**src/hw/rtl/fisp_pkg.sv**
```systemverilog
// Shared types and constants for the firmware image section parser.
`timescale 1ns / 1ps

package fisp_pkg;

    localparam int OFFSET_WIDTH_DEF = 24;
    localparam int SKIP_BYTES_DEF   = 16;

    localparam int IMG_W   = 24;
    localparam int POS_W   = 24;
    localparam int CNT_W   = 16;
    localparam int WORDS_W = 16;
    localparam int MAGIC_W = 16;
    localparam int ENTRY_W = 32;

    // result queue depth; two slots must be free to take a byte
    localparam int RES_DEPTH = 4;

    typedef enum logic [1:0] {
        KIND_HEADER  = 2'd0,
        KIND_SECTION = 2'd1,
        KIND_END     = 2'd2
    } t_kind;

    typedef struct packed {
        t_kind               kind;
        logic [MAGIC_W-1:0]  magic;
        logic [ENTRY_W-1:0]  entry;
        logic [WORDS_W-1:0]  words;
        logic [POS_W-1:0]    position;
        logic [CNT_W-1:0]    count;
        logic                last;
    } t_result;

    typedef struct packed {
        logic first;
        logic second;
    } t_push;

endpackage

```
**src/hw/rtl/fisp_parser.sv**
```systemverilog
// Byte-wise image layout parser: state update and result generation per transfer.
`timescale 1ns / 1ps

module fisp_parser #(
    parameter int OFFSET_WIDTH = 24,
    parameter int SKIP_BYTES   = 16
) (
    input  logic                      i_clk,
    input  logic                      i_rst_n,
    input  logic                      i_valid,
    input  logic [7:0]                i_data_byte,
    input  logic                      i_image_start,
    input  logic [fisp_pkg::IMG_W-1:0] i_image_size,
    output fisp_pkg::t_push           o_push,
    output fisp_pkg::t_result         o_res0,
    output fisp_pkg::t_result         o_res1
);
    import fisp_pkg::*;

    localparam int SKIP_W  = (SKIP_BYTES < 2) ? 1 : $clog2(SKIP_BYTES + 1);
    localparam int SKIP_CW = SKIP_W + 1;
    localparam int CMP_W   = (OFFSET_WIDTH > IMG_W) ? OFFSET_WIDTH : IMG_W;
    localparam int END_W   = OFFSET_WIDTH + WORDS_W + 2;
    localparam int REM_W   = WORDS_W + 1;
    localparam int SEC_HDR_BYTES = 6;
    localparam int SIZE_BYTES    = 2;
    localparam logic [CNT_W-1:0] CNT_MAX = '1;

    typedef enum logic [6:0] {
        PH_MAGIC   = 7'b0000001,
        PH_SKIP    = 7'b0000010,
        PH_ENTRY   = 7'b0000100,
        PH_SSIZE   = 7'b0001000,
        PH_SENTRY  = 7'b0010000,
        PH_PAYLOAD = 7'b0100000,
        PH_DONE    = 7'b1000000
    } t_phase;

    t_phase                  r_phase, n_phase, c_phase;
    logic [OFFSET_WIDTH-1:0] r_off, n_off, c_off;
    logic [1:0]              r_idx, n_idx, c_idx;
    logic [31:0]             r_asm, n_asm, c_asm;
    logic [WORDS_W-1:0]      r_words, n_words, c_words;
    logic [REM_W-1:0]        r_rem, n_rem, c_rem;
    logic [CNT_W-1:0]        r_cnt, n_cnt, c_cnt;
    logic [MAGIC_W-1:0]      r_magic, n_magic, c_magic;
    logic [SKIP_W-1:0]       r_skip, n_skip, c_skip;

    logic [OFFSET_WIDTH-1:0] pos;
    logic [OFFSET_WIDTH-1:0] at;
    logic [31:0]             half_asm;
    logic [31:0]             ent_asm;
    logic [SKIP_CW-1:0]      skip_inc;
    logic [END_W-1:0]        sec_end;
    logic [REM_W-1:0]        rem_dec;
    logic                    v0, v1;
    t_result                 res0, res1;

    // entry point bytes arrive as bits 23:16, 31:24, 7:0, 15:8
    function automatic logic [31:0] entry_merge(input logic [31:0] a, input logic [1:0] k,
                                                input logic [7:0] b);
        logic [31:0] r;
        r = a;
        case (k)
            2'd0:    r[23:16] = r[23:16] | b;
            2'd1:    r[31:24] = r[31:24] | b;
            2'd2:    r[7:0]   = r[7:0] | b;
            default: r[15:8]  = r[15:8] | b;
        endcase
        return r;
    endfunction

    always_comb begin
        c_phase = r_phase;
        c_off   = r_off;
        c_idx   = r_idx;
        c_asm   = r_asm;
        c_words = r_words;
        c_rem   = r_rem;
        c_cnt   = r_cnt;
        c_magic = r_magic;
        c_skip  = r_skip;
        if (i_image_start) begin
            c_phase = PH_MAGIC;
            c_off   = '0;
            c_idx   = '0;
            c_asm   = '0;
            c_words = '0;
            c_rem   = '0;
            c_cnt   = '0;
            c_magic = '0;
            c_skip  = '0;
        end

        n_phase = c_phase;
        n_off   = c_off;
        n_idx   = c_idx;
        n_asm   = c_asm;
        n_words = c_words;
        n_rem   = c_rem;
        n_cnt   = c_cnt;
        n_magic = c_magic;
        n_skip  = c_skip;

        pos      = c_off + 1'b1;
        half_asm = c_asm | (32'(i_data_byte) << (c_idx[0] ? 8 : 0));
        ent_asm  = entry_merge(c_asm, c_idx, i_data_byte);
        skip_inc = SKIP_CW'(c_skip) + 1'b1;
        sec_end  = END_W'(pos) + END_W'({c_words, 1'b0});
        rem_dec  = (c_rem != '0) ? c_rem - 1'b1 : c_rem;
        at       = pos;

        v0   = 1'b0;
        v1   = 1'b0;
        res0 = '0;
        res1 = '0;

        if (c_phase != PH_DONE) begin
            n_off = pos;
        end

        unique case (c_phase)
            PH_MAGIC: begin
                if (c_idx[0]) begin
                    n_magic = half_asm[MAGIC_W-1:0];
                    n_asm   = '0;
                    n_idx   = '0;
                    n_phase = (SKIP_BYTES > 0) ? PH_SKIP : PH_ENTRY;
                end else begin
                    n_asm = half_asm;
                    n_idx = c_idx + 1'b1;
                end
            end
            PH_SKIP: begin
                if (skip_inc >= SKIP_CW'(SKIP_BYTES)) begin
                    n_skip  = '0;
                    n_phase = PH_ENTRY;
                end else begin
                    n_skip = skip_inc[SKIP_W-1:0];
                end
            end
            PH_ENTRY: begin
                if (c_idx == 2'd3) begin
                    v0            = 1'b1;
                    res0.kind     = KIND_HEADER;
                    res0.magic    = c_magic;
                    res0.entry    = ent_asm;
                    res0.position = POS_W'(pos);
                    res0.count    = c_cnt;
                    res0.last     = 1'b1;
                    n_asm         = '0;
                    n_idx         = '0;
                    n_phase       = PH_SSIZE;
                end else begin
                    n_asm = ent_asm;
                    n_idx = c_idx + 1'b1;
                end
            end
            PH_SSIZE: begin
                if (c_idx[0]) begin
                    n_words = half_asm[WORDS_W-1:0];
                    n_asm   = '0;
                    n_idx   = '0;
                    n_phase = PH_SENTRY;
                end else begin
                    n_asm = half_asm;
                    n_idx = c_idx + 1'b1;
                end
            end
            PH_SENTRY: begin
                if (c_idx == 2'd3) begin
                    v0    = 1'b1;
                    n_asm = '0;
                    n_idx = '0;
                    if (c_words != '0 && sec_end <= END_W'(i_image_size)) begin
                        n_cnt         = (c_cnt != CNT_MAX) ? c_cnt + 1'b1 : c_cnt;
                        res0.kind     = KIND_SECTION;
                        res0.entry    = ent_asm;
                        res0.words    = c_words;
                        res0.position = POS_W'(pos);
                        res0.count    = n_cnt;
                        res0.last     = 1'b1;
                        n_rem         = {c_words, 1'b0};
                        n_phase       = PH_PAYLOAD;
                    end else begin
                        // rejected: end lies where this section header began
                        res0.kind     = KIND_END;
                        res0.position = POS_W'(pos - OFFSET_WIDTH'(SEC_HDR_BYTES));
                        res0.count    = c_cnt;
                        res0.last     = 1'b1;
                        n_phase       = PH_DONE;
                    end
                end else begin
                    n_asm = ent_asm;
                    n_idx = c_idx + 1'b1;
                end
            end
            PH_PAYLOAD: begin
                n_rem = rem_dec;
                if (rem_dec == '0) begin
                    n_phase = PH_SSIZE;
                end
            end
            PH_DONE: begin
            end
            default: begin
            end
        endcase

        // image ran out while a header is open or about to open
        if (c_phase != PH_DONE && n_phase != PH_PAYLOAD && n_phase != PH_DONE &&
            CMP_W'(pos) >= CMP_W'(i_image_size)) begin
            if (n_phase == PH_SSIZE) begin
                at = pos - OFFSET_WIDTH'(n_idx);
            end else if (n_phase == PH_SENTRY) begin
                at = pos - OFFSET_WIDTH'(SIZE_BYTES) - OFFSET_WIDTH'(n_idx);
            end
            n_phase = PH_DONE;
            if (v0) begin
                v1            = 1'b1;
                res0.last     = 1'b0;
                res1.kind     = KIND_END;
                res1.position = POS_W'(at);
                res1.count    = n_cnt;
                res1.last     = 1'b1;
            end else begin
                v0            = 1'b1;
                res0.kind     = KIND_END;
                res0.position = POS_W'(at);
                res0.count    = n_cnt;
                res0.last     = 1'b1;
            end
        end
    end

    always_ff @(posedge i_clk) begin
        if (!i_rst_n) begin
            r_phase <= PH_MAGIC;
            r_off   <= '0;
            r_idx   <= '0;
            r_asm   <= '0;
            r_words <= '0;
            r_rem   <= '0;
            r_cnt   <= '0;
            r_magic <= '0;
            r_skip  <= '0;
        end else if (i_valid) begin
            r_phase <= n_phase;
            r_off   <= n_off;
            r_idx   <= n_idx;
            r_asm   <= n_asm;
            r_words <= n_words;
            r_rem   <= n_rem;
            r_cnt   <= n_cnt;
            r_magic <= n_magic;
            r_skip  <= n_skip;
        end
    end

    assign o_push.first  = i_valid & v0;
    assign o_push.second = i_valid & v1;
    assign o_res0 = res0;
    assign o_res1 = res1;

endmodule

```
**src/hw/rtl/fisp_result_fifo.sv**
```systemverilog
// Small result queue: up to two writes and one read per cycle.
`timescale 1ns / 1ps

module fisp_result_fifo (
    input  logic               i_clk,
    input  logic               i_rst_n,
    input  fisp_pkg::t_push    i_push,
    input  fisp_pkg::t_result  i_res0,
    input  fisp_pkg::t_result  i_res1,
    input  logic               i_pop,
    output logic               o_valid,
    output logic               o_stall,
    output fisp_pkg::t_result  o_res
);
    import fisp_pkg::*;

    localparam int PTR_W = $clog2(RES_DEPTH);
    localparam int CNT_W_Q = $clog2(RES_DEPTH + 1);

    t_result            r_mem [RES_DEPTH];
    logic [PTR_W-1:0]   r_wr, n_wr;
    logic [PTR_W-1:0]   r_rd, n_rd;
    logic [CNT_W_Q-1:0] r_count, n_count;
    logic               pop;

    assign pop = i_pop & o_valid;

    always_comb begin
        n_wr    = r_wr + PTR_W'(i_push.first) + PTR_W'(i_push.second);
        n_rd    = r_rd + PTR_W'(pop);
        n_count = r_count + CNT_W_Q'(i_push.first) + CNT_W_Q'(i_push.second)
                  - CNT_W_Q'(pop);
    end

    always_ff @(posedge i_clk) begin
        if (!i_rst_n) begin
            r_wr    <= '0;
            r_rd    <= '0;
            r_count <= '0;
        end else begin
            r_wr    <= n_wr;
            r_rd    <= n_rd;
            r_count <= n_count;
        end
    end

    always_ff @(posedge i_clk) begin
        if (i_push.first) begin
            r_mem[r_wr] <= i_res0;
        end
        if (i_push.second) begin
            r_mem[r_wr + 1'b1] <= i_res1;
        end
    end

    assign o_valid = (r_count != '0);
    // a byte may post two results, so keep two slots open
    assign o_stall = (r_count > CNT_W_Q'(RES_DEPTH - 2));
    assign o_res   = r_mem[r_rd];

endmodule

```
**src/hw/rtl/firmware_image_section_parser.sv**
```systemverilog
// Top level: firmware image section parser with result queue and size register.
// Results pass through a registered queue. Throughput: one byte per cycle while not
// stalled; the final header byte can post two results, drained one per cycle while
// i_out_stall is low, from a four-entry queue that stalls input below two free slots.
// Reset (synchronous, active low): parser back to the magic word, image_size 0,
// result queue empty.
`timescale 1ns / 1ps

module firmware_image_section_parser #(
    parameter int OFFSET_WIDTH = fisp_pkg::OFFSET_WIDTH_DEF,
    parameter int SKIP_BYTES   = fisp_pkg::SKIP_BYTES_DEF
) (
    input  logic                          i_clk,
    input  logic                          i_rst_n,
    input  logic                          i_cfg_we,
    input  logic [fisp_pkg::IMG_W-1:0]    i_cfg_data,
    input  logic                          i_in_valid,
    output logic                          o_in_stall,
    input  logic [7:0]                    i_data_byte,
    input  logic                          i_image_start,
    output logic                          o_out_valid,
    input  logic                          i_out_stall,
    output logic [1:0]                    o_result_kind,
    output logic [fisp_pkg::MAGIC_W-1:0]  o_magic_word,
    output logic [fisp_pkg::ENTRY_W-1:0]  o_entry_point,
    output logic [fisp_pkg::WORDS_W-1:0]  o_section_words,
    output logic [fisp_pkg::POS_W-1:0]    o_byte_position,
    output logic [fisp_pkg::CNT_W-1:0]    o_section_count,
    output logic                          o_last_result
);
    import fisp_pkg::*;

    logic [IMG_W-1:0] r_image_size;
    logic             in_xfer;
    t_push            push;
    t_result          res0, res1, head;

    always_ff @(posedge i_clk) begin
        if (!i_rst_n) begin
            r_image_size <= '0;
        end else if (i_cfg_we) begin
            r_image_size <= i_cfg_data;
        end
    end

    assign in_xfer = i_in_valid & ~o_in_stall;

    fisp_parser #(
        .OFFSET_WIDTH (OFFSET_WIDTH),
        .SKIP_BYTES   (SKIP_BYTES)
    ) u_parser (
        .i_clk         (i_clk),
        .i_rst_n       (i_rst_n),
        .i_valid       (in_xfer),
        .i_data_byte   (i_data_byte),
        .i_image_start (i_image_start),
        .i_image_size  (r_image_size),
        .o_push        (push),
        .o_res0        (res0),
        .o_res1        (res1)
    );

    fisp_result_fifo u_fifo (
        .i_clk   (i_clk),
        .i_rst_n (i_rst_n),
        .i_push  (push),
        .i_res0  (res0),
        .i_res1  (res1),
        .i_pop   (~i_out_stall),
        .o_valid (o_out_valid),
        .o_stall (o_in_stall),
        .o_res   (head)
    );

    assign o_result_kind   = head.kind;
    assign o_magic_word    = head.magic;
    assign o_entry_point   = head.entry;
    assign o_section_words = head.words;
    assign o_byte_position = head.position;
    assign o_section_count = head.count;
    assign o_last_result   = head.last;

`ifndef SYNTH
    a_second_needs_first: assert property (@(posedge i_clk) disable iff (!i_rst_n)
        push.second |-> push.first)
        else $error("second result pushed without first");

    a_push_needs_xfer: assert property (@(posedge i_clk) disable iff (!i_rst_n)
        push.first |-> in_xfer)
        else $error("result pushed without input transfer");

    a_end_is_last: assert property (@(posedge i_clk) disable iff (!i_rst_n)
        (o_out_valid && o_result_kind == KIND_END) |-> o_last_result)
        else $error("end result not marked last");

    a_stall_means_backlog: assert property (@(posedge i_clk) disable iff (!i_rst_n)
        o_in_stall |-> o_out_valid)
        else $error("input stalled with empty result queue");
`endif

endmodule
```
**config.mk**
```make
export PLATFORM = sky130hd
export DESIGN_NAME = firmware_image_section_parser
export DESIGN_NICKNAME = d
export VERILOG_FILES = /design/src/hw/rtl/fisp_pkg.sv /design/src/hw/rtl/fisp_parser.sv /design/src/hw/rtl/fisp_result_fifo.sv /design/src/hw/rtl/firmware_image_section_parser.sv
export SDC_FILE = /design/constraint.sdc
export NUM_CORES = 1
export LEC_CHECK = 0
export BUFFER_PORTS_ARGS = -buffer_cell sky130_fd_sc_hd__buf_2
export CAP_MARGIN = 15
export CELL_PAD_IN_SITES_DETAIL_PLACEMENT = 1
export CELL_PAD_IN_SITES_GLOBAL_PLACEMENT = 2
export CORE_MARGIN = 2
export CORE_UTILIZATION = 30
export CTS_BUF_LIST = sky130_fd_sc_hd__clkbuf_8
export DETAILED_ROUTE_END_ITERATION = 16
export PLACE_DENSITY_LB_ADDON = 0.1
export SLEW_MARGIN = 15
export SYNTH_ARGS = -nofsm -noshare
export SYNTH_HDL_FRONTEND = slang
export SYNTH_SLANG_ARGS = --single-unit
```
**constraint.sdc**
```tcl
create_clock -name i_clk -period 13.9 [get_ports i_clk]
set_clock_uncertainty 0.2 [all_clocks]
set_input_delay 0.695 -clock i_clk [delete_from_list [all_inputs] [get_ports i_clk]]
set_output_delay 0.695 -clock i_clk [all_outputs]
set_load 0.02 [all_outputs]
```
==> results_dict.tcl, run 1 <==
set metrics [dict create \
    clk_pin_slew_worst_paths_ps 60 \
    worst-slew-pin-transition_ps 1260 \
    drc_errors 0 \
    cts_resized 0 \
    cp_data_required_time_ps 14150 \
    synth.top_cells.by_count "426 x dfxtp_1, 245 x nand2_1, 212 x o21ai_0" \
    hold_start "i_data_byte[0]" \
    vias_per_cell 5.63 \
    globalRouteOverflowTotal 0 \
    ctsLongestPathBuffers 3 \
    worst_hold_path_type "in -> reg" \
    clock_sink_count 594 \
    post_synth_instance_area_mm2 0.0308 \
    initial_cell_density_of_the_core_pct 30.2 \
    static_leak_nw 12.5 \
    timing_worst_setup_path_type "in -> reg" \
    synthArstFlopShare_pct 0 \
    powerDensity_mw_per_mm2 135 \
    drive_gt1_share_pct 16.8 \
    ys_seq_elements 594 \
    crit_arrival_ps 10930 \
    final_hold_viol_count 0 \
    synth_top_flop_cell "dfxtp_1" \
    syn-num-nets 3246 \
    largest_net_degree_at_the_start_of_global_routing 85 \
    outcome "finished clean" \
    floorplan.rows 117 \
    synth.largest_area_cell "dfxtp_1" \
    detailedRoute.firstPassIterationCount 5 \
    boundaryPins 147 \
    final_core_utilization_pct 34.8 \
    grt_pass1_vias 28100 \
    count_of_fill_cells_added_during_filler_insertion 11500 \
    cts_htree_levels 3 \
    port_buffers 146 \
    postSynthAreaPerCell_um2 9.89 \
    postLayoutSetupSlackWorst_ps 3220 \
    critical-path-slowest-cell "clkinv_1" \
    fin_hold_ws_ps 190 \
    clk_root_buffer_cell "clkbuf_8" \
    pre_cts_ws_ps 2510 \
    worstSetupStartpointType "input pin" \
    cts_tree "yes" \
    vdd_ir_drop_max_uv 326 \
    hold_buffers 24 \
    number_of_antenna_violations_at_the_first_check_in_global_routing 2 \
    count_of_different_cell_masters_after_synthesis 94 \
    synthMostInstantiatedCell "dfxtp_1" \
    clock.fmax_mhz 93.6 \
    num_vias 26400 \
    worst_setup_path_startpoint "i_image_start" \
    drt_wl_total_mm 121 \
    syn_inst 3116 \
    flow.area_growth_from_synthesis_pct 15.2 \
    worst_setup_path_end_kind "flop" \
    fp.dieArea_mm2 0.105 \
    first_iter_violations 1833 \
    antenna_violating_nets_post_route 0 \
    period_utilization_pct 76.8 \
    r2r_start "u_parser.r_off[0]" \
    setup_total_negative_slack_ps 0 \
    fin_nets 3352 \
    max_stage_delay_ps 1030 \
    gp_congestion 0.835 \
    synth-edff-count 168 \
    setup_repair_after_global_routing_missed_its_margin "no" \
    total_power_mw 4.81 \
    core-area_mm2 0.102 \
    timing.final.max_slew_violations 0 \
    grt_first_pass_wirelength_mm 182 \
    cts_made_buffers 113 \
    dp_hpwl_mm 79.3 \
    die_w_um 324 \
    route.detailed.wl_per_inst_um 25.8 \
    synth_top_cell_area_share_pct 27.7 \
    post_synth_main_area_contributors "dfxtp_1 28%, edfxtp_1 16%, mux4_2 7.8%" \
    grt_usage_pct 22.5 \
    final.min_clock_period_ps 10680 \
    worstSkewPairLatency_ps 800 \
    yosysWarnings 0 \
    die_height_um 324 \
    crit_path_max_fanout 61 \
    slew_headroom_pct 15.0 \
    synth-seq-area-share_pct 44.1 \
    maxCapViolations 0 \
    post-cts-setup-buffer-count 0 \
    setup_viol_count_final 0 \
]
==> path summary, 6_finish.rpt <==
check / slack, ps / endpoint / depth (start not counted)
max: 3220 / u_fifo.r_mem[2][36] / 34
min: 190 / u_parser.r_asm[0] / 3
max reg2reg: 3260 / u_fifo.r_mem[2][36] / 33
min reg2reg: 260 / u_fifo.r_mem[0][46] / 1
==> area by class of cell <==
cell class / count / area, µm² / area share [%]
Timing Repair Buffer: 238 / 1500 / 4.22
Multi-Input combinational cell: 2205 / 16100 / 45.3
Sequential cell: 594 / 13600 / 38.3
Clock buffer: 139 / 1910 / 5.39
Clock inverter: 73 / 443 / 1.25
Inverter: 70 / 263 / 0.740
Antenna cell: 1 / 2.50 / 0.00705
Tap cell: 1368 / 1710 / 4.82
==> routing by layer <==
layer / GRT usage [%] / routed length (µm)
met5: 0 / 22
met4: 6.83 / 3090
met3: 3.58 / 5510
met2: 35.8 / 55100
met1: 31.2 / 57300
==> kinds of logic (layout without fill, tap and decap cells) <==
logic type	count (synthesis)	count (layout)	synth area share (%)
flip-flops	594	594	44.1
AO/OA/AOI/OAI	930	930	20.7
multiplexers	144	144	9.04
XOR/XNOR	96	96	2.75
other	0	1	0
buffers and inverters	317	520	4.19
adder cells (fa/ha/maj)	92	92	3.88
AND/OR/NAND/NOR	943	943	15.4
==> layout by cell type (no fill, tap or decap), drive strengths merged, types with 10 or more instances in the layout <==
cell type / instances
xor2: 40
xnor2: 56
o221ai: 14
o22ai: 134
nand2b: 17
o211a: 19
ha: 86
a22o: 94
or2: 18
nor2b: 145
a21o: 19
a31oi: 14
a211oi: 11
inv: 119
and2: 17
dlygate4sd3: 24
mux4: 107
buf: 213
or4: 10
mux2i: 33
a21boi: 25
a21oi: 110
nand4: 25
nor2: 181
nand3: 149
clkbuf: 140
and3: 15
clkinv: 20
nand2: 245
dfxtp: 426
edfxtp: 168
o2bb2ai: 64
a22oi: 117
nor4: 33
or3: 20
o21ai: 230
nor3: 39
==> worst max-delay path, delay by kind of cell <==
family / cells / cell delay (ps)
compound gates: 15 / 3160
xor+xnor: 2 / 310
fa+ha+maj: 3 / 1040
buf+inv: 5 / 2580
simple gates: 9 / 3030
==> report_power, final <==
part / switching, mW / internal [mW]
registers: 0.0938 / 1.82
clock network: 0.825 / 0.963
logic: 0.700 / 0.400
total: 1.62 / 3.19
==> state kept, by name, indices dropped and copies added, names as in the netlist, 5 cells and up <==
signal and cells:
u_fifo.r_mem 428, u_parser.r_asm 32, r_image_size 24, u_parser.r_off 24, u_parser.r_rem 17, u_parser.r_cnt 16
u_parser.r_magic 16, u_parser.r_words 16, u_parser.r_phase 7, u_parser.r_skip 5
==> stage by stage <==
step / cells / area [µm²]
2_1_floorplan: 3116 / 30800
3_3_place_gp: 4450 / 32900
3_5_place_dp: 4450 / 32900
4_1_cts: 4686 / 35500
5_1_grt: 4688 / 35500
6_report: 4688 / 35500
Power figures use the tool's default switching activity.
==> run 2, diff against run 1 <==
Clock period 13.9 ns to 11.2 ns, I/O delays scaled along.
==> results_dict.tcl, run 2 (synthesis gave the netlist of run 1 again) <==
set metrics [dict create \
    floorplan.rows 117 \
    crit_arrival_ps 9930 \
    drc_errors 0 \
    cts_tree "yes" \
    setup_total_negative_slack_ps 0 \
    core-area_mm2 0.102 \
    detailedRoute.firstPassIterationCount 7 \
    reg_top3 "u_fifo.r_mem: 428 flops, u_parser.r_asm: 32 flops" \
    maxCapViolations 0 \
    worstSetupStartpointType "flop" \
    cts_resized 0 \
    setup_repair_after_global_routing_missed_its_margin "no" \
    max_stage_delay_ps 600 \
    worst_r2r_endpoint "u_fifo.r_mem[2][14]" \
    r2r_start "u_parser.r_off[0]" \
    ctsLongestPathBuffers 3 \
    fin_nets 3369 \
    leading_cell_types_in_the_layout_fill_and_taps_excluded "424 x dfxtp_1, 244 x nand2_1, 212 x o21ai_0" \
    period_utilization_pct 86.5 \
    number_of_antenna_violations_at_the_first_check_in_global_routing 2 \
    grt_pass1_vias 27500 \
    first_iter_violations 1928 \
    final.min_clock_period_ps 9690 \
    crit_path_max_fanout 29 \
    timing.final.max_slew_violations 0 \
    worst_setup_path_end_kind "flop" \
    globalRouteOverflowTotal 0 \
    worst-slew-pin-transition_ps 1180 \
    worst_hold_path_type "in -> reg" \
    slew_headroom_pct 21.5 \
    vdd_ir_drop_max_uv 309 \
    clk_pin_slew_worst_paths_ps 60 \
    largest_register "u_fifo.r_mem" \
    flow.area_growth_from_synthesis_pct 16.2 \
    die_height_um 324 \
    clock.fmax_mhz 103 \
    gp_congestion 0.858 \
    cp_data_required_time_ps 11450 \
    path_common_cell "buf_4" \
    port_buffers 146 \
    clock_sink_count 594 \
    power_frac_clock_pct 38.2 \
    share_seq_of_total_power_pct 39.3 \
    drive_gt1_share_pct 17.4 \
    hold_start "i_data_byte[1]" \
    worstSkewPairLatency_ps 790 \
    flip_flop_count_of_the_largest_register_all_copies_and_words_added 428 \
    power_switching_mw 2.01 \
    largest_net_degree_at_the_start_of_global_routing 91 \
    clk_root_buffer_cell "clkbuf_8" \
    reg2reg_slack_ps 1510 \
    final_hold_viol_count 0 \
    worst_reg2reg_path_length_in_cells 34 \
    switching_fraction_of_total_power_pct 33.0 \
    timing.hold.worst_endpoint "u_parser.r_asm[1]" \
    power.combinational.fraction_pct 22.5 \
    dp_hpwl_mm 78.4 \
    drt_wl_total_mm 120 \
    cellInternalPower_mw 4.07 \
    fp.dieArea_mm2 0.105 \
    timing_worst_setup_path_type "reg -> reg" \
    setup_viol_count_final 0 \
    boundaryPins 147 \
    static_leak_nw 12.6 \
    hold_crit_depth 3 \
    antenna_violating_nets_post_route 0 \
    vias_per_cell 5.63 \
    critical-path-slowest-cell "a22oi_1" \
    die_w_um 324 \
    num_vias 26500 \
    total_power_mw 6.08 \
    powerDensity_mw_per_mm2 170 \
    initial_cell_density_of_the_core_pct 30.2 \
    route.detailed.wl_per_inst_um 25.5 \
    cts_made_buffers 111 \
    mostFrequentLayoutCell "dfxtp_1" \
    grt_usage_pct 22.1 \
    cts_htree_levels 3 \
    grt_first_pass_wirelength_mm 179 \
    outcome "finished clean" \
]
-- run 2: routing by layer --
layer / wire [µm] / GRT usage [%] / up-vias
li1: - / - / 12000
met1: 57500 / 31.6 / 13700
met2: 54000 / 34.7 / 639
met3: 5190 / 3.00 / 160
met4: 3030 / 6.70 / 0
met5: 0 / 0 / -
-- run 2: metrics by stage --
step	area, µm²	setup WS [ps]	util (%)	std cells	hold slack [ps]
2_1_floorplan	30800	1020	-	3116	227
3_3_place_gp	33000	1600	32.4	4457	240
3_5_place_dp	33000	1290	32.4	4457	244
4_1_cts	35800	1630	35.1	4697	4.10
5_1_grt	35800	829	35.1	4700	52.6
6_report	35800	1510	35.1	4700	79.8
-- run 2: critical path: cells and delay by family, from the launching register on --
family,cells,cell delay [ps]
flip-flops,1,380
AND/OR/NAND/NOR,8,1970
XOR/XNOR,2,320
buffers and inverters,6,2020
AO/OA/AOI/OAI,15,3560
adder cells (fa/ha/maj),3,870
-- run 2: repair_timing --
| item | 4_1_cts | 5_1_grt |
|---|---|---|
| endpoints found under the hold margin | 33 | 0 |
| hold buffers | 35 | 0 |
| setup buffers | 0 | 0 |
-- run 2: area by class of cell --
cell class / count / area, µm²
Multi-Input combinational cell: 2205 / 16100
Antenna cell: 1 / 2.50
Sequential cell: 594 / 13600
Fill cell: 11500 / 66100
Inverter: 70 / 263
Clock buffer: 142 / 1950
Clock inverter: 63 / 488
Timing Repair Buffer: 257 / 1710
Tap cell: 1368 / 1710
-- run 2: power groups by stage --
| stage | Clock, mW | Sequential [mW] | Combinational [mW] |
|---|---|---|---|
| global placement | 0 | 2.43 | 1.35 |
| floorplan | 0 | 2.35 | 0.990 |
| detailed placement | 0 | 2.43 | 1.37 |
| global route | 2.47 | 2.40 | 1.49 |
| finish | 2.32 | 2.39 | 1.37 |
| CTS | 2.39 | 2.39 | 1.38 |
-- run 2: worst max path at each step --
stage,slack (ps),start,end,depth (start not counted)
2_1_floorplan,1020,i_image_start,u_fifo.r_mem[2][0],40
3_3_place_gp,1600,i_image_start,u_fifo.r_mem[2][14],35
3_5_place_dp,1290,i_image_start,u_fifo.r_mem[2][14],35
4_1_cts,1630,u_parser.r_off[0],u_fifo.r_mem[2][24],34
5_1_grt,830,u_parser.r_off[0],u_fifo.r_mem[2][22],34
6_report,1510,u_parser.r_off[0],u_fifo.r_mem[2][14],34
